**config.mk**
```make
export PLATFORM = sky130hd
export DESIGN_NAME = aml_s5_sleep_type_scanner_flat
export DESIGN_NICKNAME = d
export VERILOG_FILES = /design/src/design/s5scan_pkg.sv /design/src/design/s5scan_byte_if.sv /design/src/design/s5scan_result_if.sv /design/src/design/s5scan_cell.sv /design/src/design/aml_s5_sleep_type_scanner.sv /design/src/flat_wrapper.sv
export VERILOG_INCLUDE_DIRS = /design/src /design/src/design
export SDC_FILE = /design/constraint.sdc
export NUM_CORES = 1
export LEC_CHECK = 0
export ABC_AREA = 1
export BUFFER_PORTS_ARGS = -buffer_cell sky130_fd_sc_hd__buf_2
export CAP_MARGIN = 5
export CORE_ASPECT_RATIO = 1.4
export CORE_MARGIN = 2
export CORE_UTILIZATION = 46
export DETAILED_ROUTE_END_ITERATION = 16
export PLACE_DENSITY = 0.7
export SLEW_MARGIN = 30
export SYNTH_ARGS = -nofsm -noshare
export SYNTH_HDL_FRONTEND = slang
export SYNTH_SLANG_ARGS = --single-unit
```
**constraint.sdc**
```tcl
create_clock -name clk -period 13.4 [get_ports clk]
set_clock_uncertainty 0.05 [all_clocks]
set_input_delay 1.34 -clock clk [delete_from_list [all_inputs] [get_ports clk]]
set_output_delay 1.34 -clock clk [all_outputs]
set_load 0.005 [all_outputs]
```
**src/design/aml_s5_sleep_type_scanner_macros.svh**
```systemverilog
// ----------------------------------------------------------------------------
// s5 scanner assertion macros
// shared concurrent assertion forms, clocked on clk, disabled in reset
// ----------------------------------------------------------------------------
`ifndef AML_S5_SLEEP_TYPE_SCANNER_MACROS_SVH
`define AML_S5_SLEEP_TYPE_SCANNER_MACROS_SVH

// same-cycle implication
`define S5_ASSERT_NOW(label, ante, cons, msg) \
    label: assert property (@(posedge clk) disable iff (!rst_n) (ante) |-> (cons)) \
        else $error(msg);

// next-cycle implication
`define S5_ASSERT_NXT(label, ante, cons, msg) \
    label: assert property (@(posedge clk) disable iff (!rst_n) (ante) |=> (cons)) \
        else $error(msg);

`endif

```
**src/design/s5scan_pkg.sv**
```systemverilog
// ----------------------------------------------------------------------------
// s5scan_pkg
// shared types and constants of the s5 sleep type scanner
// ----------------------------------------------------------------------------
`default_nettype none

package s5scan_pkg;

    localparam int MAX_CANDIDATES_DEF = 3;
    localparam int RANK_W  = 2;   // age rank, covers up to four cells
    localparam int LIVE_W  = 3;   // live cell count, up to four
    localparam int COUNT_W = 4;   // saturating byte counter

    localparam logic [7:0] NAME_OP      = 8'h08;
    localparam logic [7:0] CH_US        = 8'h5F;
    localparam logic [7:0] CH_S         = 8'h53;
    localparam logic [7:0] CH_5         = 8'h35;
    localparam logic [7:0] PACKAGE_OP   = 8'h12;
    localparam logic [7:0] ZERO_OP      = 8'h00;
    localparam logic [7:0] ONE_OP       = 8'h01;
    localparam logic [7:0] BYTE_PREFIX  = 8'h0A;
    localparam logic [7:0] MAX_ELEMS    = 8'd8;
    localparam logic [7:0] DEFAULT_TYPE = 8'd5;
    localparam logic [COUNT_W-1:0] MIN_TABLE_LEN = 4'd12;

    typedef enum logic [3:0] {
        ST_IDLE     = 4'd0,
        ST_NAME_US1 = 4'd1,
        ST_NAME_S   = 4'd2,
        ST_NAME_5   = 4'd3,
        ST_NAME_US2 = 4'd4,
        ST_PKG_OP   = 4'd5,
        ST_PKG_LEN  = 4'd6,
        ST_PKG_SKIP = 4'd7,
        ST_NUM_ELEM = 4'd8,
        ST_ELEM_A   = 4'd9,
        ST_VAL_A    = 4'd10,
        ST_ELEM_B   = 4'd11,
        ST_VAL_B    = 4'd12,
        ST_DONE     = 4'd13
    } stage_t;

    // passed from cell to cell: allocation token and oldest-candidate pick
    typedef struct packed {
        logic       alloc;
        logic       seen;
        stage_t     stage;
        logic [7:0] type_a;
        logic [7:0] type_b;
    } cell_link_t;

    // per-cell status seen by the row
    typedef struct packed {
        logic              live;
        logic              fail;
        logic              survived;
        logic [RANK_W-1:0] rank;
    } cell_stat_t;

endpackage

`default_nettype wire

```
**src/design/s5scan_byte_if.sv**
```systemverilog
// ----------------------------------------------------------------------------
// s5scan_byte_if
// input channel: one table byte per transaction
// ----------------------------------------------------------------------------
`default_nettype none

interface s5scan_byte_if;
    logic       valid;
    logic       ready;
    logic [7:0] table_byte;
    logic       is_last;

    modport source (output valid, output table_byte, output is_last, input ready);
    modport sink   (input valid, input table_byte, input is_last, output ready);
endinterface

`default_nettype wire

```
**src/design/s5scan_result_if.sv**
```systemverilog
// ----------------------------------------------------------------------------
// s5scan_result_if
// output channel: one scan result per transaction
// ----------------------------------------------------------------------------
`default_nettype none

interface s5scan_result_if;
    logic       valid;
    logic       ready;
    logic       found;
    logic [7:0] sleep_type_a;
    logic [7:0] sleep_type_b;

    modport source (output valid, output found, output sleep_type_a,
                    output sleep_type_b, input ready);
    modport sink   (input valid, input found, input sleep_type_a,
                    input sleep_type_b, output ready);
endinterface

`default_nettype wire

```
**src/design/s5scan_cell.sv**
```systemverilog
// ----------------------------------------------------------------------------
// s5scan_cell
// one candidate tracker: parses a single s5 package candidate
// ----------------------------------------------------------------------------
`default_nettype none

module s5scan_cell #(
    parameter int N = s5scan_pkg::MAX_CANDIDATES_DEF
) (
    input  wire logic                                   clk,
    input  wire logic                                   rst_n,
    input  wire logic                                   en,
    input  wire logic                                   clr,
    input  wire logic [7:0]                             table_byte,
    input  wire logic [N-1:0]                           fail_vec,
    input  wire logic [N-1:0][s5scan_pkg::RANK_W-1:0]   rank_vec,
    input  wire logic [s5scan_pkg::RANK_W-1:0]          start_rank,
    input  wire s5scan_pkg::cell_link_t                 chain_in,
    output s5scan_pkg::cell_link_t                      chain_out,
    output s5scan_pkg::cell_stat_t                      stat
);

    s5scan_pkg::stage_t              stage_reg, stage_next, stage_adv;
    logic [1:0]                      skip_reg, skip_next, skip_adv;
    logic [7:0]                      ta_reg, ta_next, ta_adv;
    logic [7:0]                      tb_reg, tb_next, tb_adv;
    logic [s5scan_pkg::RANK_W-1:0]   rank_reg, rank_next;
    logic [s5scan_pkg::LIVE_W-1:0]   drop_older;
    logic                            live, fail, survived, take;

    assign live = (stage_reg != s5scan_pkg::ST_IDLE);

    // advance by one byte
    always_comb
    begin
        stage_adv = stage_reg;
        skip_adv  = skip_reg;
        ta_adv    = ta_reg;
        tb_adv    = tb_reg;
        fail      = 1'b0;
        unique case (stage_reg)
            s5scan_pkg::ST_NAME_US1:
            begin
                fail      = (table_byte != s5scan_pkg::CH_US);
                stage_adv = s5scan_pkg::ST_NAME_S;
            end
            s5scan_pkg::ST_NAME_S:
            begin
                fail      = (table_byte != s5scan_pkg::CH_S);
                stage_adv = s5scan_pkg::ST_NAME_5;
            end
            s5scan_pkg::ST_NAME_5:
            begin
                fail      = (table_byte != s5scan_pkg::CH_5);
                stage_adv = s5scan_pkg::ST_NAME_US2;
            end
            s5scan_pkg::ST_NAME_US2:
            begin
                fail      = (table_byte != s5scan_pkg::CH_US);
                stage_adv = s5scan_pkg::ST_PKG_OP;
            end
            s5scan_pkg::ST_PKG_OP:
            begin
                fail      = (table_byte != s5scan_pkg::PACKAGE_OP);
                stage_adv = s5scan_pkg::ST_PKG_LEN;
            end
            s5scan_pkg::ST_PKG_LEN:
            begin
                // top two bits count extra length bytes
                skip_adv  = table_byte[7:6];
                stage_adv = (table_byte[7:6] != 2'd0) ? s5scan_pkg::ST_PKG_SKIP
                                                      : s5scan_pkg::ST_NUM_ELEM;
            end
            s5scan_pkg::ST_PKG_SKIP:
            begin
                skip_adv = skip_reg - 2'd1;
                if (skip_adv == 2'd0)
                begin
                    stage_adv = s5scan_pkg::ST_NUM_ELEM;
                end
            end
            s5scan_pkg::ST_NUM_ELEM:
            begin
                fail      = (table_byte == 8'd0) || (table_byte > s5scan_pkg::MAX_ELEMS);
                stage_adv = s5scan_pkg::ST_ELEM_A;
            end
            s5scan_pkg::ST_ELEM_A:
            begin
                if ((table_byte == s5scan_pkg::ZERO_OP) || (table_byte == s5scan_pkg::ONE_OP))
                begin
                    ta_adv    = table_byte;
                    stage_adv = s5scan_pkg::ST_ELEM_B;
                end
                else if (table_byte == s5scan_pkg::BYTE_PREFIX)
                begin
                    stage_adv = s5scan_pkg::ST_VAL_A;
                end
                else
                begin
                    fail = 1'b1;
                end
            end
            s5scan_pkg::ST_VAL_A:
            begin
                ta_adv    = table_byte;
                stage_adv = s5scan_pkg::ST_ELEM_B;
            end
            s5scan_pkg::ST_ELEM_B:
            begin
                // a bad second element copies the first
                if ((table_byte == s5scan_pkg::ZERO_OP) || (table_byte == s5scan_pkg::ONE_OP))
                begin
                    tb_adv    = table_byte;
                    stage_adv = s5scan_pkg::ST_DONE;
                end
                else if (table_byte == s5scan_pkg::BYTE_PREFIX)
                begin
                    stage_adv = s5scan_pkg::ST_VAL_B;
                end
                else
                begin
                    tb_adv    = ta_reg;
                    stage_adv = s5scan_pkg::ST_DONE;
                end
            end
            s5scan_pkg::ST_VAL_B:
            begin
                tb_adv    = table_byte;
                stage_adv = s5scan_pkg::ST_DONE;
            end
            default:
            begin
                stage_adv = stage_reg;
            end
        endcase
    end

    // rank falls by the number of older cells failing on this byte
    always_comb
    begin
        drop_older = '0;
        for (int j = 0; j < N; j++)
        begin
            if (fail_vec[j] && (rank_vec[j] < rank_reg))
            begin
                drop_older = drop_older + s5scan_pkg::LIVE_W'(1);
            end
        end
    end

    assign survived = live && !fail;
    assign take     = chain_in.alloc && !survived;

    always_comb
    begin
        chain_out       = chain_in;
        chain_out.alloc = chain_in.alloc && survived;
        if (take)
        begin
            stage_next = s5scan_pkg::ST_NAME_US1;
            skip_next  = 2'd0;
            ta_next    = 8'd0;
            tb_next    = 8'd0;
            rank_next  = start_rank;
        end
        else if (survived)
        begin
            stage_next = stage_adv;
            skip_next  = skip_adv;
            ta_next    = ta_adv;
            tb_next    = tb_adv;
            rank_next  = rank_reg - drop_older[s5scan_pkg::RANK_W-1:0];
        end
        else
        begin
            stage_next = s5scan_pkg::ST_IDLE;
            skip_next  = skip_reg;
            ta_next    = ta_reg;
            tb_next    = tb_reg;
            rank_next  = '0;
        end
        // oldest pick on the updated state, lowest index first
        if (!chain_in.seen && (stage_next != s5scan_pkg::ST_IDLE) && (rank_next == '0))
        begin
            chain_out.seen   = 1'b1;
            chain_out.stage  = stage_next;
            chain_out.type_a = ta_next;
            chain_out.type_b = tb_next;
        end
    end

    always_ff @(posedge clk or negedge rst_n)
    begin
        if (!rst_n)
        begin
            stage_reg <= s5scan_pkg::ST_IDLE;
            rank_reg  <= '0;
        end
        else if (clr)
        begin
            stage_reg <= s5scan_pkg::ST_IDLE;
            rank_reg  <= '0;
        end
        else if (en)
        begin
            stage_reg <= stage_next;
            rank_reg  <= rank_next;
        end
    end

    always_ff @(posedge clk)
    begin
        if (en)
        begin
            skip_reg <= skip_next;
            ta_reg   <= ta_next;
            tb_reg   <= tb_next;
        end
    end

    assign stat.live     = live;
    assign stat.fail     = live && fail;
    assign stat.survived = survived;
    assign stat.rank     = rank_reg;

endmodule

`default_nettype wire

```
**src/design/aml_s5_sleep_type_scanner.sv**
```systemverilog
// ----------------------------------------------------------------------------
// aml_s5_sleep_type_scanner
// scans an aml table byte stream for the s5 package and reports sleep types
// ----------------------------------------------------------------------------
// usage
//   bytes  : one table byte per transaction, is_last marks the final byte
//   result : exactly one transaction per table: found plus both sleep types
//            (5 and 5 when the package is not found)
//   one byte is taken every cycle while bytes.ready is high; each byte passes
//   through the row of candidate cells combinationally, so the rate is set
//   by that cell update; the result is registered, valid in the cycle after
//   its deciding byte; a result may come before the table ends; later bytes
//   are swallowed until is_last, which clears the block ready for the next table
//   the output register holds a result while the receiver stalls; bytes are
//   not taken then, as ready needs the register empty or being drained
//   reset: all cells idle, counters cleared, no result pending
// ----------------------------------------------------------------------------
`default_nettype none

module aml_s5_sleep_type_scanner #(
    parameter int MAX_CANDIDATES = s5scan_pkg::MAX_CANDIDATES_DEF
) (
    input  wire logic         clk,
    input  wire logic         rst_n,
    s5scan_byte_if.sink       bytes,
    s5scan_result_if.source   result
);

`include "aml_s5_sleep_type_scanner_macros.svh"

    localparam int N = MAX_CANDIDATES;

    // row of candidate cells
    s5scan_pkg::cell_link_t                   chain [0:N];
    s5scan_pkg::cell_stat_t                   stat  [N];
    logic [N-1:0]                             fail_vec;
    logic [N-1:0]                             surv_vec;
    logic [N-1:0]                             live_vec;
    logic [N-1:0]                             oldest_vec;
    logic [N-1:0][s5scan_pkg::RANK_W-1:0]     rank_vec;
    logic [s5scan_pkg::LIVE_W-1:0]            live_after;
    logic                                     start;

    // control
    logic                                     acc, en, clr, emit, enough;
    logic                                     finished_reg, finished_next;
    logic [s5scan_pkg::COUNT_W-1:0]           count_reg, count_next, count_inc;

    // result staging
    logic                                     out_valid_reg, out_valid_next;
    logic                                     found_reg, found_next;
    logic [7:0]                               ta_reg, ta_next;
    logic [7:0]                               tb_reg, tb_next;
    logic                                     found_v;
    logic [7:0]                               ta_v, tb_v;

    assign bytes.ready = !out_valid_reg || result.ready;
    assign acc         = bytes.valid && bytes.ready;
    assign en          = acc && !finished_reg;
    // the last byte always ends the table, whatever came before
    assign clr         = acc && bytes.is_last;

    always_comb
    begin
        for (int k = 0; k < N; k++)
        begin
            fail_vec[k]   = stat[k].fail;
            surv_vec[k]   = stat[k].survived;
            live_vec[k]   = stat[k].live;
            rank_vec[k]   = stat[k].rank;
            oldest_vec[k] = stat[k].live && (stat[k].rank == '0);
        end
    end

    // a new 0x08 takes the lowest free cell if one is left after failures
    assign live_after = s5scan_pkg::LIVE_W'($countones(surv_vec));
    assign start      = (bytes.table_byte == s5scan_pkg::NAME_OP) &&
                        (live_after < s5scan_pkg::LIVE_W'(N));

    always_comb
    begin
        chain[0]       = '0;
        chain[0].alloc = start;
        chain[0].stage = s5scan_pkg::ST_IDLE;
    end

    for (genvar k = 0; k < N; k++)
    begin : g_cell
        s5scan_cell #(
            .N (N)
        ) u_cell (
            .clk        (clk),
            .rst_n      (rst_n),
            .en         (en),
            .clr        (clr),
            .table_byte (bytes.table_byte),
            .fail_vec   (fail_vec),
            .rank_vec   (rank_vec),
            .start_rank (live_after[s5scan_pkg::RANK_W-1:0]),
            .chain_in   (chain[k]),
            .chain_out  (chain[k+1]),
            .stat       (stat[k])
        );
    end

    // saturating byte count, tables shorter than the minimum never match
    assign count_inc = (count_reg < s5scan_pkg::MIN_TABLE_LEN) ?
                       count_reg + s5scan_pkg::COUNT_W'(1) : count_reg;
    assign enough    = (count_inc >= s5scan_pkg::MIN_TABLE_LEN);

    // decide on the oldest candidate after this byte
    always_comb
    begin
        found_v = 1'b0;
        ta_v    = s5scan_pkg::DEFAULT_TYPE;
        tb_v    = s5scan_pkg::DEFAULT_TYPE;
        if (chain[N].seen && enough)
        begin
            if (chain[N].stage == s5scan_pkg::ST_DONE)
            begin
                found_v = 1'b1;
                ta_v    = chain[N].type_a;
                tb_v    = chain[N].type_b;
            end
            else if (bytes.is_last && ((chain[N].stage == s5scan_pkg::ST_ELEM_B) ||
                                       (chain[N].stage == s5scan_pkg::ST_VAL_B)))
            begin
                // table cut inside the second element
                found_v = 1'b1;
                ta_v    = chain[N].type_a;
                tb_v    = chain[N].type_a;
            end
        end
    end

    assign emit = en && (bytes.is_last ||
                         (chain[N].seen && enough &&
                          (chain[N].stage == s5scan_pkg::ST_DONE)));

    always_comb
    begin
        finished_next  = finished_reg;
        count_next     = count_reg;
        out_valid_next = out_valid_reg;
        found_next     = found_reg;
        ta_next        = ta_reg;
        tb_next        = tb_reg;
        if (clr)
        begin
            finished_next = 1'b0;
            count_next    = '0;
        end
        else if (en)
        begin
            finished_next = emit;
            count_next    = count_inc;
        end
        if (emit)
        begin
            out_valid_next = 1'b1;
            found_next     = found_v;
            ta_next        = ta_v;
            tb_next        = tb_v;
        end
        else if (result.ready)
        begin
            out_valid_next = 1'b0;
        end
    end

    always_ff @(posedge clk or negedge rst_n)
    begin
        if (!rst_n)
        begin
            finished_reg  <= 1'b0;
            count_reg     <= '0;
            out_valid_reg <= 1'b0;
        end
        else
        begin
            finished_reg  <= finished_next;
            count_reg     <= count_next;
            out_valid_reg <= out_valid_next;
        end
    end

    always_ff @(posedge clk)
    begin
        found_reg <= found_next;
        ta_reg    <= ta_next;
        tb_reg    <= tb_next;
    end

    assign result.valid        = out_valid_reg;
    assign result.found        = found_reg;
    assign result.sleep_type_a = ta_reg;
    assign result.sleep_type_b = tb_reg;

    // a not-found result always carries the default sleep types
    `S5_ASSERT_NOW(a_not_found_default, out_valid_reg && !found_reg, (ta_reg == s5scan_pkg::DEFAULT_TYPE) && (tb_reg == s5scan_pkg::DEFAULT_TYPE), "not-found result without default types")
    // age ranks of live cells stay distinct, so at most one oldest
    `S5_ASSERT_NOW(a_single_oldest, 1'b1, $onehot0(oldest_vec), "more than one oldest candidate")
    // the last byte of a table leaves the block cleared
    `S5_ASSERT_NXT(a_last_clears, acc && bytes.is_last, (live_vec == '0) && !finished_reg, "block not cleared after last byte")
    // bytes after a result do not touch the cells
    `S5_ASSERT_NXT(a_ignored_bytes, finished_reg && acc && !bytes.is_last, $stable(live_vec) && finished_reg, "cells changed after a result")

endmodule

`default_nettype wire
```
**src/flat_wrapper.sv**
```systemverilog
// flat-port wrapper written by rule: the top's interface ports become plain ports
module aml_s5_sleep_type_scanner_flat 
#(
    parameter int MAX_CANDIDATES = s5scan_pkg::MAX_CANDIDATES_DEF
)
  (clk, rst_n, bytes_valid, bytes_table_byte, bytes_is_last, bytes_ready, result_valid, result_found, result_sleep_type_a, result_sleep_type_b, result_ready);
  s5scan_byte_if bytes_i ();
  s5scan_result_if result_i ();
  input  wire logic clk;
  input  wire logic rst_n;
  input wire logic [$bits(bytes_i.valid)-1:0] bytes_valid;
  input wire logic [$bits(bytes_i.table_byte)-1:0] bytes_table_byte;
  input wire logic [$bits(bytes_i.is_last)-1:0] bytes_is_last;
  output wire logic [$bits(bytes_i.ready)-1:0] bytes_ready;
  output wire logic [$bits(result_i.valid)-1:0] result_valid;
  output wire logic [$bits(result_i.found)-1:0] result_found;
  output wire logic [$bits(result_i.sleep_type_a)-1:0] result_sleep_type_a;
  output wire logic [$bits(result_i.sleep_type_b)-1:0] result_sleep_type_b;
  input wire logic [$bits(result_i.ready)-1:0] result_ready;
  assign bytes_i.valid = bytes_valid;
  assign bytes_i.table_byte = bytes_table_byte;
  assign bytes_i.is_last = bytes_is_last;
  assign bytes_ready = bytes_i.ready;
  assign result_valid = result_i.valid;
  assign result_found = result_i.found;
  assign result_sleep_type_a = result_i.sleep_type_a;
  assign result_sleep_type_b = result_i.sleep_type_b;
  assign result_i.ready = result_ready;
  aml_s5_sleep_type_scanner #(.MAX_CANDIDATES(MAX_CANDIDATES)) u_core (.clk(clk), .rst_n(rst_n), .bytes(bytes_i), .result(result_i));
endmodule
```
[After elaboration in Yosys (flattened, before gate mapping)]
Index checks and enable logic that the tools add are counted.
Storage, ports and cells
  register bits after elaboration: 95
  input port bits: 13
  output and inout port bits: 19
  word-level logic and storage cells: 272
Cells by class
  add/sub/neg operators: 15
  $lt $le $gt $ge: 13
  equality and inequality tests: 46
  multiplexer cells: 101
  reductions and logical operators: 76
Operators with widths (number)
  8-bit two-way mux: 24
  4-bit one-hot mux with 12 select lines: 3
  4-bit two-way mux: 25
  8-bit one-hot mux with 2 select lines: 6
  4-bit equality test, second input constant: 18
  21-bit two-way mux: 3
  4-bit by 3-bit equality test with 1-bit output, second input constant: 12
  2-bit two-way mux: 21
  1-bit logical AND: 33
  4-bit by 2-bit equality test with 1-bit output, second input constant: 6
  4-bit nonzero test: 6
  2-bit < comparator: 9
  1-bit one-hot mux with 6 select lines: 3
  8-bit by 4-bit equality test with 1-bit output, second input constant: 2
  8-bit by 7-bit inequality test with 1-bit output, second input constant: 2
  1-bit two-way mux: 13
  4-bit by 1-bit equality test with 1-bit output, second input constant: 3
  2-bit zero test: 6
  2-bit one-hot mux with 2 select lines: 3
  2-bit nonzero test: 6
  1-bit zero test: 10
  3-bit AND reduction: 3
  3-bit nonzero test: 3
  8-bit by 1-bit equality test with 1-bit output, second input constant: 1
  other kinds (16): 30

[Depth between registers and ports, before layout]
  depth after elaboration: 31
  gate-level depth with buffers: 31
  gate-level depth less buffers: 31

[Modules after synthesis]
Synthesis repeated with hierarchy kept, for this count alone.
Unflattened totals
  cells, all modules: 1263
  area, all modules: 8590.7 um^2
By module, submodules not included
  s5scan_cell at u_core.g_cell[0].u_cell ...: times used 2, cells each 381, area an instance 2464.9 um^2, sequential area each 690.7 um^2
  s5scan_cell at u_core.g_cell[2].u_cell: times used 1, cells each 377, area an instance 2478.6 um^2, sequential area each 690.7 um^2
  aml_s5_sleep_type_scanner: times used 1, cells each 124, area an instance 1182.4 um^2, sequential area each 660.6 um^2

[Least setup slack after synthesis]
Ideal clock, no wire load.
  path type: input to register
  start point: input bytes_table_byte[0]
  end point: register u_core.found_reg (netlist: u_core.result.found) (enable)
  library setup time: 0.369 ns
  data arrival time: 4.851 ns
  data required time: 12.981 ns
  setup slack: 8.130 ns
  stages: 27
  buffers on the path: 2
  cells stage by stage: buf_2 > inv_1 > nand2_1 > nor2_2 > nand2_4 > nand3_1 > nand3_1 > nor2_1 > nand2_1 > buf_6 > inv_1 > fa_1 > a21oi_1 > nand2_1 > nor2_4 > nand2_4 > nand2_2 > inv_2 > nor2_2 > nand2_1 > inv_2 > nor3_2 > nor2_4 > nand3_2 > nand2_1 > nand2_1 > inv_1
Between the ends
  longest elaborated chain between the ends: 29
  elaborated cells between the ends (all ways): 108
  those cells by class: add/sub (11); order compare (2); eq/ne (8); mux (40); reduce/logical (47)
Ends and longest elaborated chain
  from (decl): RTL line flat_wrapper.sv:12  | input wire logic [$bits(bytes_i.table_byte)-1:0] bytes_table_byte;
  parallel branches: the longest is 24 deep, another holds 8-bit by 4-bit > comparator with 1-bit output
  21-bit two-way mux (*): RTL line s5scan_cell.sv:183  | if (!chain_in.seen && (stage_next != s5scan_pkg::ST_IDLE) && (rank_next == '0))
  4-bit equality test / 1-bit logical AND (equally long branches): RTL line aml_s5_sleep_type_scanner.sv:138, aml_s5_sleep_type_scanner.sv:137
  1-bit logical AND (*): RTL line aml_s5_sleep_type_scanner.sv:137  | (chain[N].seen && enough &&
  1-bit logical OR (*): RTL line aml_s5_sleep_type_scanner.sv:136  | assign emit = en && (bytes.is_last ||
  1-bit logical AND (*): RTL line aml_s5_sleep_type_scanner.sv:136
  named net u_core.emit: RTL line aml_s5_sleep_type_scanner.sv:45  | logic acc, en, clr, emit, enough;
  to (signal assigned): RTL line aml_s5_sleep_type_scanner.sv:189  | found_reg <= found_next;
  to (decl): RTL line aml_s5_sleep_type_scanner.sv:51  | logic found_reg, found_next;
Mark *: on every way through the listed nets, which the timed path passes.
A chain may end at the register's enable or synchronous reset.

[Worst setup path after layout]
  start point: input bytes_table_byte[7]
  end point: register u_core.tb_reg[2] (netlist: u_core.result.sleep_type_b[2]) (enable)
Between the ends
  longest elaborated chain between the ends: 29
  elaborated cells between the ends (all ways): 110
  those cells by class: add/sub (11); order compare (2); eq/ne (8); mux (41); reduce/logical (48)
Ends and longest elaborated chain
  parallel branches: the longest is 24 deep, another holds 8-bit by 4-bit > comparator with 1-bit output
  21-bit two-way mux (*): RTL line s5scan_cell.sv:183
  4-bit equality test / 1-bit logical AND (equally long branches): RTL line aml_s5_sleep_type_scanner.sv:138, aml_s5_sleep_type_scanner.sv:137
  1-bit logical AND (*): RTL line aml_s5_sleep_type_scanner.sv:137
  1-bit logical OR (*): RTL line aml_s5_sleep_type_scanner.sv:136
  1-bit logical AND (*): RTL line aml_s5_sleep_type_scanner.sv:136
  named net u_core.emit: RTL line aml_s5_sleep_type_scanner.sv:45
  to (signal assigned): RTL line aml_s5_sleep_type_scanner.sv:191  | tb_reg <= tb_next;
  to (decl): RTL line aml_s5_sleep_type_scanner.sv:53  | logic [7:0] tb_reg, tb_next;
Marked as above.

==> flow_results.xml <==
<?xml version="1.0" encoding="UTF-8"?>
<metrics>
  <group name="logic_synthesis">
    <metric name="ys_top_cells_by_area" unit="">edfxtp_1, nand2_1, dfrtp_1, nor2_1, inv_1</metric>
    <metric name="synth_seq_area_share" unit="">0.397</metric>
    <metric name="synth_area" unit="mm^2">0.00688</metric>
    <metric name="yosys-top-cells-count" unit="">nand2_1, nor2_1, inv_1</metric>
    <metric name="synth-simple-area-share" unit="">0.316</metric>
    <metric name="synth-async-reset-ratio" unit="">0.253</metric>
    <metric name="synth-seq-cells" unit="">95</metric>
    <metric name="syn_area_per_cell" unit="um^2">7.43</metric>
    <metric name="compound_gate_fraction_of_synth_area" unit="">0.160</metric>
    <metric name="yosysTopAreaCellShare" unit="">0.310</metric>
    <metric name="post_synth_xor_area_fraction" unit="">0.00764</metric>
    <metric name="post_synth_mux_area_share" unit="">0.00309</metric>
    <metric name="synthCells" unit="">926</metric>
    <metric name="post_synth_edffs" unit="">71</metric>
    <metric name="synth_top_area_cell" unit="">edfxtp_1</metric>
    <metric name="yosys_most_used_dff" unit="">edfxtp_1</metric>
    <metric name="synth_top_family_by_area" unit="">simple AND/OR/NAND/NOR gates</metric>
    <metric name="synth-adder-area-share" unit="">0.0375</metric>
    <metric name="yosys.cell_types.count" unit="">52</metric>
    <metric name="yosys_warns" unit="">0</metric>
    <metric name="synth.most_common_cell" unit="">nand2_1</metric>
    <metric name="synth_fp_nets" unit="">959</metric>
  </group>
  <group name="drt">
    <metric name="drt.antenna.violating_nets" unit="">0</metric>
    <metric name="drt-initial-drc-count" unit="">710</metric>
    <metric name="post_drt_wl_per_cell" unit="um">19.5</metric>
    <metric name="drt_drc_violations_left" unit="">0</metric>
    <metric name="vias" unit="">6835</metric>
    <metric name="avgViaCountPerCell" unit="">5.98</metric>
    <metric name="wirelength" unit="um">22200</metric>
    <metric name="dr.pass1.iters" unit="">5</metric>
  </group>
  <group name="floorplan">
    <metric name="placementRows" unit="">52</metric>
    <metric name="die-area" unit="mm^2">0.0160</metric>
    <metric name="floorplan.initialDensity" unit="">0.472</metric>
    <metric name="placeableCoreArea" unit="mm^2">0.0146</metric>
    <metric name="io_pins" unit="">32</metric>
    <metric name="chipHeight" unit="um">149</metric>
    <metric name="chipWidth" unit="um">107</metric>
  </group>
  <group name="cts">
    <metric name="numCtsBuffers" unit="">9</metric>
    <metric name="post_cts_resize_count" unit="">0</metric>
    <metric name="quantity_of_hold_fixing_buffers_added_after_cts" unit="">0</metric>
    <metric name="clockBufferDepth" unit="">2</metric>
    <metric name="worst_setup_hold_path_clk_slew" unit="ns">0.08</metric>
    <metric name="tritoncts" unit="">done</metric>
    <metric name="post-cts-setup-buffers" unit="">0</metric>
    <metric name="insertion_delay" unit="ns">0.36</metric>
    <metric name="clockRootBuffer" unit="">clkbuf_16</metric>
    <metric name="h-tree-depth" unit="">3</metric>
    <metric name="num_clock_sinks" unit="">95</metric>
  </group>
  <group name="sta">
    <metric name="fin_ws" unit="ns">7.28</metric>
    <metric name="timing.slew.headroom" unit="">0.434</metric>
    <metric name="hold_viol_final" unit="">0</metric>
    <metric name="rsz_0062_raised_after_global_routing" unit="">false</metric>
    <metric name="finalCritPeriodShare" unit="">0.456</metric>
    <metric name="worst_pin_slew" unit="ns">0.846</metric>
    <metric name="finalHoldWorstSlack" unit="ns">0.494</metric>
    <metric name="timing.fmax" unit="GHz">0.164</metric>
    <metric name="slew_viol_final" unit="">0</metric>
    <metric name="post_route_setup_tns" unit="ns">0</metric>
    <metric name="timing.final.crit_period" unit="ns">6.12</metric>
    <metric name="setup_viol" unit="">0</metric>
  </group>
  <group name="critical_path">
    <metric name="worst_path_arrival_time" unit="ns">6.06</metric>
    <metric name="critPathCaptureType" unit="">flip-flop</metric>
    <metric name="crit_required" unit="ns">13.35</metric>
    <metric name="crit_family" unit="">simple AND/OR/NAND/NOR gates</metric>
    <metric name="regToRegSetupSlack" unit="ns">8.07</metric>
    <metric name="critPathSlowestCell" unit="">inv_1</metric>
    <metric name="worst_setup_path_start_kind" unit="">input pin</metric>
    <metric name="startpoint_of_the_worst_setup_timing_path" unit="">bytes_table_byte[7]</metric>
    <metric name="path_max_fanout" unit="">24</metric>
    <metric name="critical_path_buf_inv_count" unit="">6</metric>
    <metric name="crit_path_frequent_cell" unit="">nand2_1</metric>
    <metric name="worst_path_largest_cell_delay" unit="ns">0.50</metric>
    <metric name="reg2reg_from" unit="">u_core.g_cell[2].u_cell.stage_reg[2]</metric>
    <metric name="path_class" unit="">in2reg</metric>
  </group>
  <group name="placed_design">
    <metric name="replace_congestion" unit="">1.01</metric>
    <metric name="placedCellCount" unit="">1126</metric>
    <metric name="dpl.hpwl" unit="um">16800</metric>
    <metric name="pre_cts_slack" unit="ns">6.98</metric>
    <metric name="numPortBuffers" unit="">31</metric>
  </group>
  <group name="run">
    <metric name="cap_viol_max_count" unit="">0</metric>
  </group>
  <group name="worst_hold_path">
    <metric name="holdCritPathClass" unit="">reg2reg</metric>
    <metric name="min-delay-start" unit="">u_core.result.valid</metric>
  </group>
  <group name="global_route">
    <metric name="first_pass_grt_wire_length" unit="um">34900</metric>
    <metric name="antenna_found_initial" unit="">1</metric>
    <metric name="grt_overflow" unit="">0</metric>
    <metric name="first_global_vias" unit="">6568</metric>
    <metric name="grt_usage" unit="">0.288</metric>
    <metric name="grt_max_degree" unit="">63</metric>
  </group>
  <group name="final_layout">
    <metric name="syn_to_final_growth" unit="%">8.60</metric>
    <metric name="final_cells" unit="">1143</metric>
    <metric name="filler_cell_count" unit="">1431</metric>
    <metric name="layout-drive-gt1-share" unit="">0.105</metric>
    <metric name="num-nets-final" unit="">981</metric>
  </group>
  <group name="pwr">
    <metric name="vdd_drop_max" unit="uV">63.2</metric>
    <metric name="leak_pwr" unit="nW">3.14</metric>
    <metric name="power_density" unit="mW/mm^2">103</metric>
  </group>
  <group name="run_status">
    <metric name="run_status" unit="">finished clean</metric>
  </group>
</metrics>
## worst register-to-register path, stage by stage, from the launching register on
cell and delay (ns):
dfrtp_1 0.44, inv_1 0.13, nand2_1 0.15, nor2_1 0.42
nand3_1 0.15, nand3_1 0.10, nor2_1 0.07, nand2_1 0.34
inv_1 0.15, fa_1 0.51, a21oi_1 0.15, nand2_1 0.10
nor2_4 0.23, nand2_4 0.17, nand2_2 0.12, inv_2 0.04
nor2_2 0.17, nand2_1 0.11, inv_2 0.26, nor3_2 0.10
nor2_4 0.16, nand3_2 0.17, nand2_1 0.12, nand2_1 0.07
inv_1 0.50
## metal layers
metal,track usage,share of wire,routed length [um],vias up
met5,0,0,0,-
met4,0.199,0.078,1740,0
met3,0.0412,0.061,1360,97
met2,0.499,0.49,11000,326
met1,0.322,0.37,8180,3207
li1,-,-,-,3205
## report_power, final
| group | internal [mW] | leakage (nW) | switching (mW) |
|---|---|---|---|
| sequential | 0.351 | 0.988 | 0.0165 |
| combinational | 0.0379 | 2.00 | 0.101 |
| clock | 0.132 | 0.143 | 0.133 |
| total | 0.521 | 3.14 | 0.250 |
## placed cells by master, fill, tap and decap left out, drive strengths merged
cell type,count
or2,3
clkbuf,9
o21ai,63
clkinvlp,1
o21bai,1
a211oi,3
a221oi,15
nor2,162
nand4,11
xor2,3
a32oi,2
edfxtp,71
nand2,231
mux2i,1
o22ai,12
xnor2,3
nand3,70
a21oi,45
a31oi,15
buf,32
o221ai,1
o311ai,2
dfrtp,24
diode,1
fa,1
clkinv,8
inv,111
nor3,10
ha,19
a32o,2
a22o,1
mux2,1
nor4,1
o32ai,7
o221a,2
o211ai,6
o31ai,3
and3,1
## logic make-up (layout without fill, tap and decap cells)
kind of cell	Yosys count	count (layout)
buf+inv	134	161
xor+xnor	6	6
compound gates	180	180
flops	95	95
simple gates	489	489
mux	2	2
fa+ha+maj	20	20
other cells	0	1
## worst paths after layout
kind                                                              to  cells after the start
worst max register to register         u_core.result.sleep_type_b[2]                     24
min in group asynchronous                        u_core.count_reg[0]                      1
worst max-delay path                   u_core.result.sleep_type_b[2]                     26
worst min register to register                   u_core.result.valid                      2
max in group asynchronous       u_core.g_cell[1].u_cell.stage_reg[0]                      1
worst min-delay path                             u_core.result.valid                      2
## through the flow
stage,power (mW),util,area (um^2)
floorplan,0.463,-,6880
finish,0.771,0.513,7470
global placement,0.506,0.492,7170
global route,0.797,0.513,7470
detailed placement,0.509,0.492,7170
CTS,0.768,0.512,7470
## area by class of cell
| type | instances | area (um^2) | area share |
|---|---|---|---|
| Clock buffer | 9 | 225 | 0.0301 |
| Clock inverter | 7 | 72.6 | 0.00971 |
| Sequential cell | 95 | 2730 | 0.366 |
| Tap cell | 189 | 236 | 0.0316 |
| Multi-Input combinational cell | 697 | 3610 | 0.484 |
| Timing Repair Buffer | 32 | 163 | 0.0218 |
| Inverter | 113 | 427 | 0.0571 |
| Antenna cell | 1 | 2.50 | 0.000335 |
No activity file was read; power rests on OpenSTA's default activity.
